===== config.mk =====
export PLATFORM = sky130hd
export DESIGN_NAME = bpf_cfg
export DESIGN_NICKNAME = d
export VERILOG_FILES = /design/src/hdl/bpf_pkg.sv /design/src/hdl/bpf_cfg.sv
export SDC_FILE = /design/constraint.sdc
export NUM_CORES = 1
export LEC_CHECK = 0
export ABC_AREA = 1
export ABC_CLOCK_PERIOD_IN_PS = 2000
export BUFFER_PORTS_ARGS = -buffer_cell sky130_fd_sc_hd__buf_4
export CORE_ASPECT_RATIO = 0.7
export CORE_MARGIN = 5
export CORE_UTILIZATION = 53
export DETAILED_ROUTE_END_ITERATION = 12
export GPL_TIMING_DRIVEN = 0
export PLACE_DENSITY = 0.84
export SYNTH_ARGS = -nofsm -noshare
export SYNTH_HDL_FRONTEND = slang
export SYNTH_SLANG_ARGS = --single-unit

===== constraint.sdc =====
create_clock -name clk -period 2 [get_ports clk]
set_input_delay 0.4 -clock clk [delete_from_list [all_inputs] [get_ports clk]]
set_output_delay 0.4 -clock clk [all_outputs]
set_load 0.02 [all_outputs]

===== src/hdl/bpf_pkg.sv =====
package bpf_pkg;

    localparam int MAX_ROW_WIDTH = 4096;
    localparam int COUNT_BITS = 16;
    localparam int VALUE_BITS = 32;

    localparam int COL_BITS = $clog2(MAX_ROW_WIDTH);
    localparam int WIDTH_BITS = $clog2(MAX_ROW_WIDTH + 1);
    localparam int ROW_WIDTH_REG_BITS = 13;
    localparam int ROW_WIDTH_RESET = 4096;
    localparam int CFG_DATA_BITS = 32;
    localparam int CFG_INDEX_BITS = 3;

    typedef enum logic [CFG_INDEX_BITS-1:0] {
        REG_THRESHOLD,
        REG_RUN_ACROSS,
        REG_RUN_DOWN,
        REG_FILL_DATA,
        REG_ROW_WIDTH
    } cfg_index_t;

    typedef struct packed {
        logic signed [VALUE_BITS-1:0] pixel_in;
        logic signed [VALUE_BITS-1:0] variance_in;
    } pix_req_t;

    typedef struct packed {
        logic signed [VALUE_BITS-1:0] pixel_out;
        logic signed [VALUE_BITS-1:0] variance_out;
    } pix_res_t;

    typedef struct packed {
        logic signed [VALUE_BITS-1:0] threshold;
        logic [COUNT_BITS-1:0]        limit_across;
        logic [COUNT_BITS-1:0]        limit_down;
        logic                         fill_all;
        logic [WIDTH_BITS-1:0]        width_use;
    } cfg_t;

    typedef struct packed {
        logic [COUNT_BITS-1:0] countdown;
        logic [VALUE_BITS-1:0] variance;
        logic [VALUE_BITS-1:0] pixel;
    } mem_word_t;

endpackage


===== src/hdl/bpf_cfg.sv =====
module bpf_cfg
    import bpf_pkg::*;
(
    input  logic                      clk,
    input  logic                      rst_n,
    input  logic                      cfg_wr_en,
    input  logic [CFG_INDEX_BITS-1:0] cfg_index,
    input  logic [CFG_DATA_BITS-1:0]  cfg_data,
    output cfg_t                      cfg
);

    logic signed [VALUE_BITS-1:0]   threshold_reg;
    logic [COUNT_BITS-1:0]          across_limit_reg;
    logic [COUNT_BITS-1:0]          down_limit_reg;
    logic                           fill_all_reg;
    logic [ROW_WIDTH_REG_BITS-1:0]  row_width_reg;

    always_ff @(posedge clk or negedge rst_n)
    begin
        if (!rst_n)
        begin
            threshold_reg    <= {1'b0, {(VALUE_BITS-1){1'b1}}};
            across_limit_reg <= '0;
            down_limit_reg   <= '0;
            fill_all_reg     <= 1'b1;
            row_width_reg    <= ROW_WIDTH_REG_BITS'(ROW_WIDTH_RESET);
        end
        else if (cfg_wr_en)
        begin
            case (cfg_index_t'(cfg_index))
                REG_THRESHOLD:  threshold_reg    <= cfg_data[VALUE_BITS-1:0];
                REG_RUN_ACROSS: across_limit_reg <= cfg_data[COUNT_BITS-1:0];
                REG_RUN_DOWN:   down_limit_reg   <= cfg_data[COUNT_BITS-1:0];
                REG_FILL_DATA:  fill_all_reg     <= cfg_data[0];
                REG_ROW_WIDTH:  row_width_reg    <= cfg_data[ROW_WIDTH_REG_BITS-1:0];
                default: ;
            endcase
        end
    end

    always_comb
    begin
        cfg.threshold    = threshold_reg;
        cfg.limit_across = across_limit_reg;
        cfg.limit_down   = down_limit_reg;
        cfg.fill_all     = fill_all_reg;
        if (row_width_reg == '0)
        begin
            cfg.width_use = WIDTH_BITS'(1);
        end
        else if (32'(row_width_reg) > 32'(MAX_ROW_WIDTH))
        begin
            cfg.width_use = WIDTH_BITS'(MAX_ROW_WIDTH);
        end
        else
        begin
            cfg.width_use = WIDTH_BITS'(row_width_reg);
        end
    end

endmodule


==> results of run 1 <==
through the flow:
step,cell area (µm²),utilization (%)
floorplan,3234,-
global placement,4192,72.10
detailed placement,4192,72.10
CTS,4403,75.74
global route,4469,76.88
finish,4469,76.88
layout by cell type, fill, tap and decap left out, types with 3 or more instances in the layout:
master    instances
buf_4           117
nand2_1         103
dfrtp_1          45
o21ai_1          35
dfstp_2          33
inv_1            22
nand3_1          17
o21ai_2          14
o21ai_0          13
clkbuf_8         11
nor2_1            9
buf_6             9
buf_2             9
a21boi_1          6
nor2_2            4
nand2_2           4
clkbuf_1          3
area by class of cell:
type,count,share of cell area [%]
buffer,19,2.968
clock inverter,4,1.204
sequential,78,44.60
timing repair buffer,119,20.24
inverter,23,1.932
clock buffer,12,3.471
tap,75,2.100
multi-input combinational,212,23.49
worst reg2reg max path, stage by stage, from the launching register on:
cell      delay [ns]
dfstp_2         0.59
clkbuf_2        0.24
nand2_1         0.08
o21ai_1         0.07
routing by layer:
| layer | global-route usage [%] | share of wire, % |
|---|---|---|
| met1 | 30.62 | 42 |
| met2 | 36.16 | 47 |
| met3 | 8.051 | 9.9 |
| met4 | 6.178 | 0.69 |
| met5 | 0 | 0 |
report_power, final:
group          leakage [nW]  switching (W)  internal, W
clock network        0.0992       0.000577     0.000650
registers             0.911       0.000199      0.00196
logic                  1.27       0.000843     0.000650
worst max path at each step:
| stage | start | end | slack [ns] | depth (start not counted) |
|---|---|---|---|---|
| floorplan | row_width_reg[8] | cfg[11] | 0.30 | 5 |
| global placement | row_width_reg[8] | cfg[2] | 0.38 | 6 |
| detailed placement | row_width_reg[4] | cfg[5] | 0.31 | 6 |
| CTS | row_width_reg[12] | cfg[6] | 0.0003 | 3 |
| global route | row_width_reg[0] | cfg[5] | -0.1 | 6 |
| finish | row_width_reg[0] | cfg[5] | 0.02 | 6 |
what timing repair did:
action                     in CTS  in global routing
cloned                          0                  1
pin swaps                       0                  3
gates resized for setup         6                 16
setup endpoints to repair       8                 12
buffers inserted                0                  4
kinds of logic after synthesis:
| kind of cell | count (synthesis) | share of synthesized area [%] |
|---|---|---|
| AO/OA/AOI/OAI | 70 | 13.08 |
| buffers and inverters | 42 | 6.731 |
| flip-flops | 78 | 61.62 |
| AND/OR/NAND/NOR | 141 | 18.57 |
==> qor.csv, run 1 <==
metric,value,unit
viasPerCell,5.077,
grt_pass1_wl,13410,µm
gr-total-overflow,0,
drt_wl_total,8366,µm
antenna_left,0,
dieArea,7790,µm²
dpl.cell_count,521,
fin_crit_sh,98.79,%
cts_max_path_buffers,2,
drt_iter0_drc,106,
final_layout_size_suffix_gt1_share,45.61,%
crit_buf_inv,1,
timing.rr.end,row_width_reg[12],
synth_flop_cell,dfrtp_1,
rr_worst_depth,3,
cp_max_fo,5,
cp_data_arrival_time,1.58,ns
firstDrtPassIters,4,
n_fill_cell,407,
synth_top_cell_area_share,34.82,%
outcome,"finished, final reports clean",
required,1.60,ns
synth_most_common_cell,nand2_1,
area_growth,38.18,%
gp_congestion,0.7903,
synth_cells,331,
finalSetupViolCount,0,
critPathSlowestCell,dfrtp_1,
core_area,5813,µm²
ys_ff_latch,78,
maxSlewViolCount,0,
cts_buffers,9,
hold_class,in -> async,
cts_sinks,78,
multiInputGateArea,1050,µm²
fmax,506.1,MHz
synthTopCellsByCount,"nand2_1, dfrtp_1, o21ai_1, dfstp_2, inv_1",
critical-path-top-delay-family,simple AND/OR/NAND/NOR gates,
drc,0,
initial_core_util,55.64,%
total_power,0.004883,W
clock-root-buffer,clkbuf_8,
h-tree-depth,3,
min_period,1.976,ns
path_clk_slew,0.08,ns
max_cap_viol_count,0,
crit_type,reg -> out,
fp.dieH,75.36,µm
cp_cell_sequence,"nor2_1, nand2_1, nor2_2, nand2_2, a21boi_1, buf_4",
synth_warnings,0,
p_leak,2.283,nW
synthArstFlopShare,100.0,%
regArea,1993,µm²
ys_types,19,
grt_util_all_layers,22.93,%
slew_headroom,36.85,%
hold_buffers,0,
antenna_found_initial,0,
place_worst_setup_slack,0.3133,ns
row_count,23,
io_buffers,115,
holdWs,0.1909,ns
reg2reg_from,row_width_reg[12],
setup_ws,0.02413,ns
worstSetupStartpointType,flip-flop,
synthTopCellsByArea,"dfrtp_1, dfstp_2, nand2_1",
setup_tns,0,ns
worstSetupEndpointType,output port,
dp_hpwl,6138,µm
worst_pin_slew,0.9473,ns
cts_tree,done,
largest_reg_flops,32,
critPathMaxStageDelay,0.40,ns
ir_drop,586.6,µV
synth_top_area_cell,dfrtp_1,
reg2reg_slack,0.96,ns
vias,2752,
die_w,103.4,µm
seq_area_frac_synth,61.62,%
synth_edf_count,0,
hold_violations,0,
num_antenna_cells,0,
wire_per_inst,15.44,µm
io_pins,116,
final.setup_skew,0,ns
powerDensity,1093,nW/µm²
final_cells,542,
syn_avg_cell_area,9.771,µm²
netlist_area,3234,µm²
grt_pass1_vias,2733,
nets,500,
grt_max_degree,79,
clk_latency,0.34,ns
rsz0062_at_grt,true,
syn-num-nets,369,
(Power assumes the default switching activity.)
==> run 2, diff against run 1 <==
--- a/config.mk
+++ b/config.mk
@@ -13,7 +13,7 @@
 export CORE_UTILIZATION = 53
 export DETAILED_ROUTE_END_ITERATION = 12
 export GPL_TIMING_DRIVEN = 0
-export PLACE_DENSITY = 0.84
+export PLACE_DENSITY_LB_ADDON = 0.15
 export SYNTH_ARGS = -nofsm -noshare
 export SYNTH_HDL_FRONTEND = slang
 export SYNTH_SLANG_ARGS = --single-unit
==> run 2 against run 1 <==
  * Clock power is essentially flat
  * Wire length grew 5.1%
  * Largest power group unchanged
  * Combinational power grew 3%
  * Clock skew is the same
  * Sequential power is essentially flat
  * Utilization grew 0.52 points
  * Critical path depth shrank 1
  * Non-clock buffer count shrank 3
  * First-iteration DRC count grew 18%
  * Design area grew 0.67%
==> qor.csv, run 2 (synthesis results as in run 1) <==
metric,value,unit,change
outcome,"finished, final reports clean",,
final_layout_size_suffix_gt1_share,47.41,%,+1.8 points
wire_per_inst,16.32,µm,+5.7%
p_sw,0.001641,W,+1.4%
reg2reg_from,row_width_reg[12],,
dpl.cell_count,521,,unchanged
max_cap_viol_count,0,,unchanged
crit_buf_inv,1,,unchanged
area_growth,39.11,%,
critical-path-top-delay-family,simple AND/OR/NAND/NOR gates,,
drc,0,,unchanged
cts_tree,done,,
min_period,1.985,ns,+0.009042 ns
num_antenna_cells,0,,unchanged
p_int,0.003296,W,+0.98%
dieArea,7790,µm²,unchanged
timing.rr.end,row_width_reg[12],,
cp-startpoint,row_width_reg[10],,
nets,497,,-0.60%
row_count,23,,unchanged
hold_violations,0,,unchanged
clock-root-buffer,clkbuf_8,,
comb_power_share,30.9,%,+0.3 points
layout_common_cells,"buf_4, nand2_1, dfrtp_1",,
gr-total-overflow,0,,unchanged
critPathMaxStageDelay,0.40,ns,about the same
final.setup_skew,0,ns,unchanged
final_cells,539,,-0.55%
ir_drop,627.3,µV,+6.9%
finalSetupViolCount,0,,unchanged
clk_latency,0.34,ns,about the same
worstSetupStartpointType,flip-flop,,
initial_core_util,55.64,%,unchanged
utilization,77.40,%,+0.52 points
crit_type,reg -> out,,
maxSlewViolCount,0,,unchanged
gp_congestion,0.8088,,+2.3%
io_pins,116,,unchanged
cp_data_arrival_time,1.58,ns,about the same
slew_headroom,37.04,%,+0.19 points
hold_class,in -> async,,
die_w,103.4,µm,unchanged
drt_iter0_drc,125,,+18%
fin_crit_sh,99.25,%,+0.45 points
crit_end,cfg[9],,
critPathSlowestCell,dfrtp_1,,
firstDrtPassIters,5,,+1
fmax,503.8,MHz,-0.46%
powerDensity,1097,nW/µm²,+0.44%
vias,2756,,+0.15%
io_buffers,115,,unchanged
final_common_cell,buf_4,,
p_leak,2.288,nW,+0.20%
drt_wl_total,8795,µm,+5.1%
reg2reg_slack,0.88,ns,-0.08 ns
largest_reg_flops,32,,unchanged
p_seq_share,43.7,%,-0.6 points
rsz0062_at_grt,true,,
antenna_found_initial,0,,unchanged
cts_buffers,9,,unchanged
cp.depth,5,,-1
h-tree-depth,3,,unchanged
cts_max_path_buffers,2,,unchanged
total_power,0.004938,W,+1.1%
grt_util_all_layers,23.27,%,+0.34 points
clkPwrFrac,25.4,%,+0.3 points
cp_max_fo,5,,unchanged
cts_sinks,78,,unchanged
worst_pin_slew,0.9444,ns,-0.002902 ns
grt_max_degree,79,,unchanged
dp_hpwl,6170,µm,+0.52%
required,1.60,ns,about the same
fp.dieH,75.36,µm,unchanged
p_sw_share,33.24,%,+0.090 points
worstSetupEndpointType,output port,,
grt_pass1_wl,13590,µm,+1.3%
antenna_left,0,,unchanged
viasPerCell,5.113,,+0.70%
grt_pass1_vias,2765,,+1.2%
path_clk_slew,0.08,ns,about the same
core_area,5813,µm²,unchanged
rr_worst_depth,3,,unchanged
cp_cell_sequence,"nor2_1, and2_1, nand2_4, a21boi_2, buf_6",,
[run 2: cell types whose count changed in the layout (fill, tap and decap cells not counted), moves of 2 or more]
| cell | change |
|---|---|
| a21boi_2 | +4 |
| buf_6 | +2 |
| a21boi_1 | -4 |
| nand2_1 | -2 |
| buf_4 | -5 |
| nor2_1 | -2 |
[run 2: metrics by stage]
step	setup TNS [ns]	setup slack, ns	hold WS, ns	cell area [µm²]
after floorplan	0	0.3022	0.1044	3234
after global placement	0	0.3084	0.4483	4192
after detailed placement	0	0.2720	0.4523	4192
after CTS	0	0.008351	0.2244	4433
after global routing	-0.3106	-0.05211	0.2625	4499
final	0	0.01508	0.1879	4499
[run 2: final cells by class]
type / count / area, µm²
Buffer: 19 / 132.6
Clock buffer: 12 / 165.2
Clock inverter: 4 / 53.80
Fill cell: 416 / 1314
Inverter: 23 / 86.33
Multi-Input combinational cell: 212 / 1085
Sequential cell: 78 / 1993
Tap cell: 75 / 93.84
Timing Repair Buffer: 116 / 889.6
[run 2: repair_timing]
item / in CTS / in global routing
pin swaps: 2 / 6
buffers inserted: 1 / 0
hold buffers: 0 / 0
endpoints found under the hold margin: 0 / 0
setup endpoints to repair: 9 / 9
gates resized for setup: 11 / 23
gates cloned: 1 / 0
[run 2: worst min-delay path by stage]
stage	depth (start not counted)	startpoint	to	slack [ns]
global route	1	rst_n	across_limit_reg[13]	0.26
detailed placement	2	threshold_reg[23]	threshold_reg[23]	0.45
global placement	2	threshold_reg[18]	threshold_reg[18]	0.45
finish	1	rst_n	down_limit_reg[13]	0.19
CTS	1	rst_n	across_limit_reg[13]	0.22
floorplan	0	rst_n	across_limit_reg[0]	0.10
[run 2: per-layer routing]
layer | track usage, % | share of wire (%) | up-vias
li1 | - | - | 1315
met1 | 31.62 | 43 | 1324
met2 | 35.31 | 47 | 104
met3 | 8.509 | 8.7 | 13
met4 | 7.328 | 1.3 | 0
met5 | 0 | 0 | -
[run 2: power by group through the flow]
| stage | clock (W) | sequential (W) | combinational [W] |
|---|---|---|---|
| 6_report | 0.00125 | 0.00216 | 0.00153 |
| 5_1_grt | 0.00134 | 0.00219 | 0.00165 |
| 4_1_cts | 0.00127 | 0.00215 | 0.00149 |
| 3_5_place_dp | 0 | 0.00217 | 0.00146 |
| 3_3_place_gp | 0 | 0.00216 | 0.00143 |
| 2_1_floorplan | 0 | 0.00246 | 0.000470 |
==> run 3, diff against run 2 <==
--- a/config.mk
+++ b/config.mk
@@ -7,11 +7,11 @@
 export LEC_CHECK = 0
 export ABC_AREA = 1
 export ABC_CLOCK_PERIOD_IN_PS = 2000
-export BUFFER_PORTS_ARGS = -buffer_cell sky130_fd_sc_hd__buf_4
 export CORE_ASPECT_RATIO = 0.7
 export CORE_MARGIN = 5
-export CORE_UTILIZATION = 53
+export CORE_UTILIZATION = 67
 export DETAILED_ROUTE_END_ITERATION = 12
+export DONT_BUFFER_PORTS = 1
 export GPL_TIMING_DRIVEN = 0
 export PLACE_DENSITY_LB_ADDON = 0.15
 export SYNTH_ARGS = -nofsm -noshare
==> run 3 against run 2 <==
  * The flow now finishes with violations (negative hold slack)
  * Cell count is 24% lower
  * Register-to-register slack worse by 0.10 ns
  * First-iteration DRC count is 7.2% higher
  * Design area is 18% lower
  * Total power is 11% lower
  * Count of clock-buffer cells in the layout is 2 lower
  * Largest power group unchanged
==> qor.csv, run 3 (synthesis results as in run 1) <==
metric,value,unit,change
outcome,"complete, but fails checks",,
violations,negative hold slack,,
min_period,1.998,ns,+0.01296 ns
p_seq_share,57.8,%,+14 points
clk_latency,0.35,ns,about the same
firstDrtPassIters,4,,-1
fin_crit_sh,99.89,%,+0.65 points
p_sw,0.001523,W,-7.2%
dpl.cell_count,388,,-26%
rsz0062_at_grt,true,,
crit_type,reg -> out,,
drt_wl_total,7868,µm,-11%
area_growth,13.50,%,
row_count,21,,-8.7%
fp.dieH,68.13,µm,-9.6%
grt_max_degree,79,,unchanged
dp_hpwl,5482,µm,-11%
worstSetupEndpointType,output port,,
final.setup_skew,0,ns,unchanged
finalSetupViolCount,0,,unchanged
worstSetupStartpointType,flip-flop,,
place_worst_setup_slack,0.03663,ns,-0.2354 ns
clock-root-buffer,clkbuf_8,,
cts_sinks,78,,unchanged
comb_power_share,15.7,%,-15 points
n_fill_cell,312,,-25%
num_antenna_cells,0,,unchanged
initial_core_util,68.39,%,+13 points
setup_ws,0.002122,ns,-0.01296 ns
vias,2354,,-15%
p_int,0.002859,W,-13%
io_pins,116,,unchanged
powerDensity,1194,nW/µm²,+8.8%
gp_congestion,0.7885,,-2.5%
gr-total-overflow,0,,unchanged
grt_util_all_layers,25.75,%,+2.5 points
viasPerCell,5.756,,+13%
layout_common_cells,"nand2_1, dfrtp_1, o21ai_1",,
hold_violations,78,,+78
ir_drop,880.9,µV,+40%
holdWs,-0.2635,ns,-0.4514 ns
h-tree-depth,3,,unchanged
antenna_left,0,,unchanged
drc,0,,unchanged
slew_headroom,73.31,%,+36 points
p_sw_share,34.76,%,+1.5 points
final_cells,409,,-24%
rr_worst_depth,3,,unchanged
cts_buffers,9,,unchanged
cts_max_path_buffers,2,,unchanged
final_common_cell,nand2_1,,
cp_data_arrival_time,1.60,ns,+0.02 ns
die_w,93.05,µm,-10%
required,1.60,ns,about the same
core_area,4730,µm²,-19%
wire_per_inst,19.24,µm,+18%
clkPwrFrac,26.5,%,+1.1 points
drt_iter0_drc,134,,+7.2%
p_leak,1.762,nW,-23%
io_buffers,0,,-100%
cp_max_fo,4,,-1
nets,385,,-23%
path_clk_slew,0.08,ns,about the same
grt_pass1_wl,12040,µm,-11%
dieArea,6339,µm²,-19%
antenna_found_initial,0,,unchanged
max_cap_viol_count,0,,unchanged
fmax,500.5,MHz,-0.65%
hold_class,in -> async,,
cts_tree,done,,
maxSlewViolCount,0,,unchanged
final_layout_size_suffix_gt1_share,31.25,%,-16 points
worst_pin_slew,0.3989,ns,-0.5454 ns
grt_pass1_vias,2195,,-21%
largest_reg_flops,32,,unchanged
[run 3: cell count changes in the layout (fill, tap and decap cells not counted), moves of 2 or more]
cell and change:
a21boi_1 -2, a21boi_2 -6, a21boi_4 +8, buf_4 -107
buf_6 -5, clkbuf_8 -2, clkinv_2 +3
[run 3: metrics by stage]
stage	setup TNS (ns)	instance area, µm²	util (%)	power [W]
2_1_floorplan	0	3234	-	0.002929
3_3_place_gp	0	3306	69.89	0.003066
3_5_place_dp	0	3306	69.89	0.003103
4_1_cts	0	3592	75.95	0.004326
5_1_grt	-0.4470	3671	77.62	0.004598
6_report	0	3671	77.62	0.004382
[run 3: metal layers]
layer	vias up	global-route usage, %	share of wire (%)
met4	0	7.678	0.76
met2	103	38.48	47
met1	1154	34.21	42
li1	1090	-	-
met5	-	0	0
met3	7	11.76	10
[run 3: area by class of cell]
class                      instances  area (µm²)  area share, %
sequential                        78        1993          54.29
timing repair buffer               4       30.03         0.8180
tap                               57       71.32          1.943
clock buffer                      10       137.6          3.749
buffer                            19       135.1          3.681
inverter                          23       86.33          2.352
multi-input combinational        212        1156          31.49
clock inverter                     6       61.31          1.670
[run 3: worst paths after layout]
path | start | endpoint | slack (ns)
max | row_width_reg[5] | cfg[4] | 0.002
min | rst_n | down_limit_reg[1] | -0.26
max reg2reg | row_width_reg[12] | row_width_reg[12] | 0.78
min reg2reg | fill_all_reg | fill_all_reg | 0.51
max in group asynchronous | rst_n | threshold_reg[10] | 2.04
min in group clk | cfg_data[30] | threshold_reg[30] | 0.15
[run 3: what timing repair did]
action | 4_1_cts | 5_1_grt
gates resized for setup | 27 | 14
endpoints found under the setup margin | 9 | 11
hold endpoints to repair | 78 | 78
gates cloned | 1 | 0
buffers inserted | 0 | 4
pin swaps | 0 | 9
[run 3: critical path, cell delays in order, from the launching register on]
cell      delay [ns]
dfrtp_1         0.42
nor2_2          0.18
nand2_2         0.09
nor2_4          0.17
nand2_4         0.13
a21boi_4        0.25
[run 3: power groups by stage]
stage / clock (W) / sequential (W) / combinational (W)
2_1_floorplan: 0 / 0.00246 / 0.000470
3_3_place_gp: 0 / 0.00254 / 0.000529
3_5_place_dp: 0 / 0.00254 / 0.000560
4_1_cts: 0.00118 / 0.00252 / 0.000623
5_1_grt: 0.00126 / 0.00257 / 0.000766
6_report: 0.00116 / 0.00253 / 0.000687
